## config.mk

```make
export PLATFORM = sky130hd
export DESIGN_NAME = scalar_kalman_filter
export DESIGN_NICKNAME = d
export VERILOG_FILES = /design/src/hw/rtl/skf_pkg.sv /design/src/hw/rtl/scalar_kalman_filter.sv
export SDC_FILE = /design/constraint.sdc
export NUM_CORES = 2
export LEC_CHECK = 0
export ABC_AREA = 1
export CAP_MARGIN = 10
export CELL_PAD_IN_SITES_DETAIL_PLACEMENT = 2
export CELL_PAD_IN_SITES_GLOBAL_PLACEMENT = 2
export CORE_MARGIN = 2
export CORE_UTILIZATION = 44
export DETAILED_ROUTE_END_ITERATION = 10
export DONT_BUFFER_PORTS = 1
export PLACE_DENSITY = 0.91
export SYNTH_ARGS = -nofsm -noshare
export SYNTH_HDL_FRONTEND = slang
export SYNTH_SLANG_ARGS = --single-unit
```

## constraint.sdc

```tcl
create_clock -name clk -period 19.6 [get_ports clk]
set_input_delay 0.98 -clock clk [delete_from_list [all_inputs] [get_ports clk]]
set_output_delay 0.98 -clock clk [all_outputs]
set_load 0.05 [all_outputs]
```

## src/hw/rtl/skf_pkg.sv

```systemverilog
// skf_pkg: types and constants for the scalar Kalman filter.
// No dependencies; imported by scalar_kalman_filter.
package skf_pkg;

    typedef logic [31:0] cov_t;   // covariance, Q2.30
    typedef logic [30:0] gain_t;  // gain and noise registers, Q1.30
    typedef logic [27:0] est_t;   // estimate, Q12.16
    typedef logic [11:0] meas_t;  // raw ADC code

    localparam int CFG_AW = 1;
    typedef logic [CFG_AW-1:0] cfg_addr_t;

    localparam cfg_addr_t REG_PROCESS_NOISE = 1'd0;
    localparam cfg_addr_t REG_MEASURE_NOISE = 1'd1;

    localparam gain_t ONE_Q30     = 31'h4000_0000;
    localparam gain_t Q_RESET     = 31'd107374;
    localparam gain_t R_RESET     = 31'd10737418;
    localparam cov_t  COV_RESET   = 32'h4000_0000;
    localparam cov_t  COV_MAX     = 32'hFFFF_FFFF;

    localparam int    GAIN_BITS   = 31;
    localparam int    DIV_CNT_W   = 5;

endpackage

```

## src/hw/rtl/scalar_kalman_filter.sv

```systemverilog
// scalar_kalman_filter: one-dimensional Kalman filter on 12-bit ADC samples.
// Depends on skf_pkg.
//
// Each sample runs from the input transaction through the covariance
// prediction, the divisor, the bit-serial gain division (one quotient bit per
// cycle through a single 34-bit subtractor), the two products, which share one
// 32x32 multiplier, and the output load. s_tready is high only while the
// sequencer is idle, so no new sample is taken before the last one is through;
// the next sample can be taken in the cycle after the result load. A
// finished result waits in the output register and does not hold off the next
// sample; only a second result that finds the register still full waits for
// m_tready. The user must write Q and R through cfg_we/cfg_addr/cfg_wdata only
// while the filter is idle; the block itself does not enforce this.
module scalar_kalman_filter (
    input  logic                     clk,
    input  logic                     rst_n,
    input  logic                     s_tvalid,
    output logic                     s_tready,
    input  logic [15:0]              s_tdata,   // [11:0] measurement
    output logic                     m_tvalid,
    input  logic                     m_tready,
    output logic [63:0]              m_tdata,   // [27:0] estimate, [58:28] gain
    input  logic                     cfg_we,
    input  skf_pkg::cfg_addr_t       cfg_addr,
    input  skf_pkg::gain_t           cfg_wdata
);
    import skf_pkg::*;

    localparam logic [2:0] S_IDLE = 3'd0;
    localparam logic [2:0] S_PRED = 3'd1;
    localparam logic [2:0] S_DEN  = 3'd2;
    localparam logic [2:0] S_DIV  = 3'd3;
    localparam logic [2:0] S_MULX = 3'd4;
    localparam logic [2:0] S_UPDX = 3'd5;
    localparam logic [2:0] S_UPDP = 3'd6;
    localparam logic [2:0] S_DONE = 3'd7;

    logic [2:0]           state_reg, state_next;
    gain_t                q_reg, q_next;
    gain_t                r_reg, r_next;
    est_t                 est_reg, est_next;
    cov_t                 cov_reg, cov_next;
    est_t                 z_reg, z_next;
    cov_t                 ppred_reg, ppred_next;
    logic [32:0]          den_reg, den_next;
    logic                 zden_reg, zden_next;
    logic [33:0]          rem_reg, rem_next;
    gain_t                quo_reg, quo_next;
    logic [DIV_CNT_W-1:0] cnt_reg, cnt_next;
    gain_t                k_reg, k_next;
    est_t                 diff_reg, diff_next;
    logic                 up_reg, up_next;
    logic [61:0]          prod_reg, prod_next;
    logic                 mvalid_reg, mvalid_next;
    est_t                 oest_reg, oest_next;
    gain_t                ogain_reg, ogain_next;

    logic [32:0]          pred_sum;
    logic [33:0]          rem_sh;
    logic                 rem_ge;
    logic [31:0]          mul_a, mul_b;
    logic [63:0]          mul_p;
    est_t                 corr;

    assign s_tready = (state_reg == S_IDLE);
    assign m_tvalid = mvalid_reg;
    assign m_tdata  = {5'd0, ogain_reg, oest_reg};

    assign pred_sum = {1'b0, cov_reg} + {2'b0, q_reg};
    assign rem_sh   = (cnt_reg == '0) ? rem_reg : {rem_reg[32:0], 1'b0};
    assign rem_ge   = (rem_sh >= {1'b0, den_reg});
    assign corr     = prod_reg[57:30];

    // shared multiplier: correction term, then covariance update
    always_comb
    begin
        if (state_reg == S_MULX)
        begin
            mul_a = {1'b0, k_reg};
            mul_b = {4'd0, diff_reg};
        end
        else
        begin
            mul_a = {1'b0, ONE_Q30 - k_reg};
            mul_b = ppred_reg;
        end
    end
    assign mul_p = mul_a * mul_b;

    always_comb
    begin
        state_next  = state_reg;
        q_next      = q_reg;
        r_next      = r_reg;
        est_next    = est_reg;
        cov_next    = cov_reg;
        z_next      = z_reg;
        ppred_next  = ppred_reg;
        den_next    = den_reg;
        zden_next   = zden_reg;
        rem_next    = rem_reg;
        quo_next    = quo_reg;
        cnt_next    = cnt_reg;
        k_next      = k_reg;
        diff_next   = diff_reg;
        up_next     = up_reg;
        prod_next   = prod_reg;
        mvalid_next = mvalid_reg;
        oest_next   = oest_reg;
        ogain_next  = ogain_reg;

        if (cfg_we)
        begin
            unique case (cfg_addr)
                REG_PROCESS_NOISE: q_next = cfg_wdata;
                REG_MEASURE_NOISE: r_next = cfg_wdata;
                default: ;
            endcase
        end

        if (mvalid_reg && m_tready)
            mvalid_next = 1'b0;

        unique case (state_reg)
            S_IDLE:
            begin
                if (s_tvalid)
                begin
                    z_next     = {s_tdata[11:0], 16'd0};
                    state_next = S_PRED;
                end
            end
            S_PRED:
            begin
                ppred_next = pred_sum[32] ? COV_MAX : pred_sum[31:0];
                up_next    = (z_reg >= est_reg);
                diff_next  = (z_reg >= est_reg) ? z_reg - est_reg : est_reg - z_reg;
                state_next = S_DEN;
            end
            S_DEN:
            begin
                den_next   = {1'b0, ppred_reg} + {2'b0, r_reg};
                zden_next  = (ppred_reg == '0) && (r_reg == '0);
                rem_next   = {2'b0, ppred_reg};
                quo_next   = '0;
                cnt_next   = '0;
                state_next = S_DIV;
            end
            S_DIV:
            begin
                rem_next = rem_ge ? rem_sh - {1'b0, den_reg} : rem_sh;
                quo_next = {quo_reg[GAIN_BITS-2:0], rem_ge};
                cnt_next = cnt_reg + 1'b1;
                if (cnt_reg == DIV_CNT_W'(GAIN_BITS - 1))
                begin
                    k_next     = zden_reg ? ONE_Q30 : {quo_reg[GAIN_BITS-2:0], rem_ge};
                    state_next = S_MULX;
                end
            end
            S_MULX:
            begin
                prod_next  = mul_p[61:0];
                state_next = S_UPDX;
            end
            S_UPDX:
            begin
                est_next   = up_reg ? est_reg + corr : est_reg - corr;
                prod_next  = mul_p[61:0];
                state_next = S_UPDP;
            end
            S_UPDP:
            begin
                cov_next   = prod_reg[61:30];
                state_next = S_DONE;
            end
            S_DONE:
            begin
                if (!mvalid_reg || m_tready)
                begin
                    oest_next   = est_reg;
                    ogain_next  = k_reg;
                    mvalid_next = 1'b1;
                    state_next  = S_IDLE;
                end
            end
            default: state_next = S_IDLE;
        endcase
    end

    always_ff @(posedge clk or negedge rst_n)
    begin
        if (!rst_n)
        begin
            state_reg  <= S_IDLE;
            q_reg      <= Q_RESET;
            r_reg      <= R_RESET;
            est_reg    <= '0;
            cov_reg    <= COV_RESET;
            cnt_reg    <= '0;
            mvalid_reg <= 1'b0;
        end
        else
        begin
            state_reg  <= state_next;
            q_reg      <= q_next;
            r_reg      <= r_next;
            est_reg    <= est_next;
            cov_reg    <= cov_next;
            cnt_reg    <= cnt_next;
            mvalid_reg <= mvalid_next;
        end
    end

    always_ff @(posedge clk)
    begin
        z_reg     <= z_next;
        ppred_reg <= ppred_next;
        den_reg   <= den_next;
        zden_reg  <= zden_next;
        rem_reg   <= rem_next;
        quo_reg   <= quo_next;
        k_reg     <= k_next;
        diff_reg  <= diff_next;
        up_reg    <= up_next;
        prod_reg  <= prod_next;
        oest_reg  <= oest_next;
        ogain_reg <= ogain_next;
    end

`ifndef SYNTHESIS
    a_gain_le_one: assert property (@(posedge clk) disable iff (!rst_n)
        m_tvalid |-> (m_tdata[58:28] <= ONE_Q30))
        else $error("gain above 1.0");

    a_div_count: assert property (@(posedge clk) disable iff (!rst_n)
        (state_reg == S_DIV) |-> (cnt_reg <= DIV_CNT_W'(GAIN_BITS - 1)))
        else $error("divider step count out of range");

    a_accept_starts: assert property (@(posedge clk) disable iff (!rst_n)
        (s_tvalid && s_tready) |=> (state_reg == S_PRED))
        else $error("accepted sample did not start prediction");

    a_cov_shrinks: assert property (@(posedge clk) disable iff (!rst_n)
        (state_reg == S_UPDP) |=> (cov_reg <= $past(ppred_reg)))
        else $error("updated covariance above prediction");

    a_out_from_done: assert property (@(posedge clk) disable iff (!rst_n)
        $rose(mvalid_reg) |-> $past(state_reg == S_DONE))
        else $error("result raised outside completion");
`endif

endmodule
```

======== Yosys cells after proc, flatten, opt, wreduce, memory -nomap -nowiden ========
Index checks and enable logic that the tools add are counted.
Widths: inputs -> output; s select.
word-level totals
  register bits ........................... 454
  logic and storage cells ................. 75
cells by class
  add/subtract/negate cells ............... 9
  multiply operators ...................... 1
  $lt $le $gt $ge ......................... 2
  equal/unequal tests ..................... 11
  muxes and demuxes ....................... 16
  bitwise operators ....................... 1
  reductions and logical operators ........ 16
operators with widths
  cell                    number
  $sub 28x28->28          3
  $mux 34                 2
  $pmux 34 s2             1
  $add 32x31->33          2
  $mul 32x32->62          1
  $pmux 30 s2             1
  $mux 28                 2
  $ge 34x33->1            1
  $sub 34x33->34          1
  $logic_not 32->1        1
  $mux 32                 1
  $logic_not 31->1        1
  $mux 31                 1
  $sub 31x31->31 const A  1
  $add 28x28->28          1
  $ge 28x28->1            1
  $pmux 3 s8              1
  $eq 3x3->1 const B      4
  $pmux 5 s2              1
  $reduce_and 2->1        5
  $mux 3                  3
  $eq 3x2->1 const B      2
  $ne 2x2->1 const B      3
  $add 5x1->5 const B     1
  other kinds (12)        15

======== Longest topological paths before layout ========
  word-level depth ........................ 5
  mapped depth ............................ 42
  gate-level depth less buffers ........... 40

======== Worst setup path after synthesis ========
Ideal clock, no wire load.
  path type ............................... flip-flop to flip-flop
  start ................................... register k_reg[0]
  end ..................................... register prod_reg[59], data pin
  library setup time ...................... 0.252 ns
  arrival ................................. 7.705 ns
  required time ........................... 19.348 ns
  setup slack ............................. 11.643 ns
  stages on the path, launching flop included .. 37
  clock period less this slack ............ 7.957 ns
  cells stage by stage .................... edfxtp_1 -> inv_1 -> clkbuf_1 -> ha_1 -> nand3_1 -> nor2_1 -> nand2_1 -> o31ai_1 -> or2_2 -> nand2_2 -> inv_1 -> buf_4 -> nor2_1 -> fa_1 -> inv_1 -> fa_1 -> fa_1 -> fa_1 -> inv_1 -> fa_1 -> fa_1 -> fa_1 -> inv_1 -> fa_1 -> inv_1 -> ha_1 -> nand2_1 -> nor2_1 -> inv_1 -> nor2_1 -> inv_1 -> nor2_1 -> inv_1 -> nor3_1 -> nand2_1 -> nand3_1 -> nand2_1
on the way
  cells in the longest elaborated chain, start to end .. 3
ends and longest elaborated chain
  item                      line                         text
  start: declaration        scalar_kalman_filter.sv:50   gain_t k_reg, k_next;
  start signal: assignment  scalar_kalman_filter.sv:222  k_reg <= k_next;
  $sub 31x31->31            scalar_kalman_filter.sv:84   mul_a = {1'b0, ONE_Q30 - k_reg};
  $mux 31 (*)               scalar_kalman_filter.sv:77   if (state_reg == S_MULX)
  $mul 32x32->62 (*)        scalar_kalman_filter.sv:88   assign mul_p = mul_a * mul_b;
  named net mul_p[59]       scalar_kalman_filter.sv:62   logic [63:0] mul_p;
  end signal: assignment    scalar_kalman_filter.sv:225  prod_reg <= prod_next;
  end: declaration          scalar_kalman_filter.sv:53   logic [61:0] prod_reg, prod_next;
Mark *: on every way through the listed nets, which the timed path passes. The rest lies on a longest branch.
A chain may end at the register's enable or synchronous reset.

======== Final worst setup path ========
  start ................................... register state_reg[1]
  end ..................................... register prod_reg[41], data pin
on the way
  cells in the longest elaborated chain, start to end .. 3
ends and longest elaborated chain
  item                                       line                         text
  start: declaration                         scalar_kalman_filter.sv:38   logic [2:0] state_reg, state_next;
  start signal: assignment                   scalar_kalman_filter.sv:204  state_reg <= state_next;
  $eq 3x3->1 (*)                             scalar_kalman_filter.sv:77
  $mux 31 / $mux 32 (equally long branches)  scalar_kalman_filter.sv:77
  $mul 32x32->62 (*)                         scalar_kalman_filter.sv:88
  named net mul_p[41]                        scalar_kalman_filter.sv:62
Marked as above.

==> flow_summary.yaml <==
finish:
  drive_above_1_share_pct: 3.76
  layout.cells.most_common: "nand2_1"
  syn_to_final_growth_pct: 6.56
  nNetsFinal: 8757
  largest_reg_flops: 34
  multiInputGateArea_um2: 40300
  layout_common_cells: "1804 x nand2_1, 1597 x inv_1, 869 x fa_1, 805 x nor2_1, 401 x ha_1"
  num-fill-cells: 15040
  area.sequential_um2: 12100
global_route:
  grt_pass1_wl_mm: 538
  antenna_found_initial: 47
  grt_overflow: 0
  grt_max_degree: 106
  globalRouteTotalUtil_pct: 55.4
  grt_pass1_vias: 71083
floorplan:
  start_util_pct: 44.4
  fp.coreArea_um2: 134000
  num_rows: 134
  ios: 119
  die_h_um: 371
  dieArea_um2: 138000
  die_w_um: 371
synthesis:
  synth_area_um2: 59300
  async_reset_ff_share_pct: 30.9
  synth_seq_area_share_pct: 20.4
  avgSynthCellArea_um2: 7.89
  syn-instance-count: 7513
  ys_seq_elements: 424
  ys.flop_type: "edfxtp_1"
  synth_edf_count: 293
  synth_cell_types: 59
  synth_warnings: 0
clock_tree:
  cts_setup_buffers: 0
  clkSlewWorstSetupHoldPaths_ns: 0.07
  numCtsBuffers: 51
  clk_latency_ns: 0.79
  tritoncts: "done"
  clock_path_buffers: 3
  ctsResizeCount: 0
  clock-sinks: 424
  cts-root-buf: "clkbuf_16"
  cts-hold-fix-buffers: 1
  htree_levels: 2
outcome:
  status: "completed"
routing:
  vias: 63371
  top_layer: "met5"
  drc: 0
  met1_length_mm: 120
  viasPerCell: 6.83
  wl_met3_mm: 51.6
  drt-total-wl_mm: 380
  wire_per_inst_um: 40.9
  met2_length_mm: 162
  ant_nets: 0
  firstDrtPassIters: 9
  drt_iter0_markers: 8408
place:
  place.gp.congestion: 0.947
  port_buffers: 0
  dp_hpwl_mm: 255
timing:
  period_needed_ns: 13.96
  max_freq_mhz: 71.6
  period_share_pct: 71.2
  finalSetupViolations: 0
  tightest_slew_ns: 1.45
  slew_headroom_pct: 3.15
  rsz0062_at_grt: "false"
  fin_worst_skew_ns: 0.132
  hold_viol: 0
  setup_tns_ns: 0
  slew_violations: 0
critical_path:
  worstPathArrival_ns: 14.32
  criticalPathCategory: "reg2reg"
  critPathCaptureType: "register"
  path_common_cell: "fa_1"
  cp_data_required_time_ns: 19.96
  r2r_cells: 30
  crit_path_start_kind: "register"
  slowest_delay_ns: 1.26
  crit_path_max_fanout: 57
  slowest_stage: "fa_1"
  cp_num_buf_inv: 8
  r2r_start: "state_reg[1]"
  r2r-end: "prod_reg[41]"
  r2r_slack_ns: 5.64
  critPathTopFamily: "adder cells"
min_path:
  hp-class: "in2async"
job:
  maxCapViolCount: 0
cell families (layout without fill, tap and decap cells):
kind of cell | Yosys count | in the layout | synth area share (%)
AND/OR/NAND/NOR | 3131 | 3131 | 21.3
buffers and inverters | 1835 | 1792 | 11.8
adder cells (fa/ha/maj) | 1270 | 1270 | 37.8
AO/OA/AOI/OAI | 721 | 721 | 6.65
flip-flops | 424 | 424 | 20.4
XOR/XNOR | 129 | 129 | 1.92
multiplexers | 2 | 2 | 0.0338
other | 1 | 45 | 0.00632
synth_stat cells (all sizes together) (2+ instances only):
master	number	share of area [%]
o21bai	33	0.42
nand3	306	2.6
mux2i	2	0.034
a31oi	8	0.084
nand3b	16	0.20
clkbuf	147	0.93
nor4	37	0.39
fa	869	29
ha	401	8.5
inv	1603	10
o22ai	2	0.021
or2	30	0.32
o31ai	10	0.13
nand4	52	0.55
nand2	1819	12
dfstp	23	1.0
or3	2	0.021
a21oi	282	2.4
xnor2	35	0.52
a31o	2	0.030
o211ai	8	0.10
buf	76	0.69
a21boi	7	0.089
o21ai	328	2.9
and2	4	0.042
xor2	94	1.4
nor3	47	0.42
dfrtp	108	4.6
and3	4	0.042
a211oi	2	0.025
a21o	23	0.29
edfxtp	293	15
clkinv	9	0.057
o21a	12	0.15
nor2	811	5.1
metal layers:
metal  global-route usage [%]  vias to the layer above
li1                         -                    22739
met1                     56.0                    31577
met2                     81.0                     6065
met3                     29.5                     2952
met4                     52.2                       38
met5                     3.22                        -
stage by stage:
stage	setup slack, ns	cell area [um^2]	std cells	utilization, %	hold WS, ns
6_report	5.64	63200	9282	47.3	0.0183
5_1_grt	6.12	63100	9246	47.2	0.00503
4_1_cts	8.26	63000	9238	47.1	0.0000475
3_5_place_dp	8.58	61300	9144	45.9	0.484
3_3_place_gp	9.47	61300	9144	45.9	0.464
2_1_floorplan	11.64	59300	7517	-	0.418
worst max path at each step:
stage                      start            to  slack, ns  depth (start not counted)
floorplan               k_reg[0]  prod_reg[59]      11.64                         36
global placement    state_reg[0]  prod_reg[60]       9.47                         30
detailed placement      k_reg[0]  prod_reg[61]       8.58                         35
CTS                     k_reg[0]  prod_reg[61]       8.26                         35
global route            k_reg[0]  prod_reg[38]       6.12                         33
finish              state_reg[1]  prod_reg[41]       5.64                         30
layout make-up:
type                    count  share of cell area [%]
repair buffers             87                    1.15
inverters                1612                    9.58
flip-flops and latches    424                    19.2
clock buffers              74                    2.41
clock inverters            19                   0.287
multi-input cells        5258                    63.8
well taps                1768                    3.50
diodes                     40                   0.158
worst register-to-register path, delay by kind of cell, from the launching register on:
family	cells	cell delay [ns]
buffers and inverters	8	2.68
AOI/OAI and AO/OA	1	0.60
DFF	1	0.43
adders and majority gates	10	6.71
and+or+nand+nor	11	3.25
Power is not shown: default switching activity piles up to over one toggle a cycle in this logic, so the estimate is an artifact.
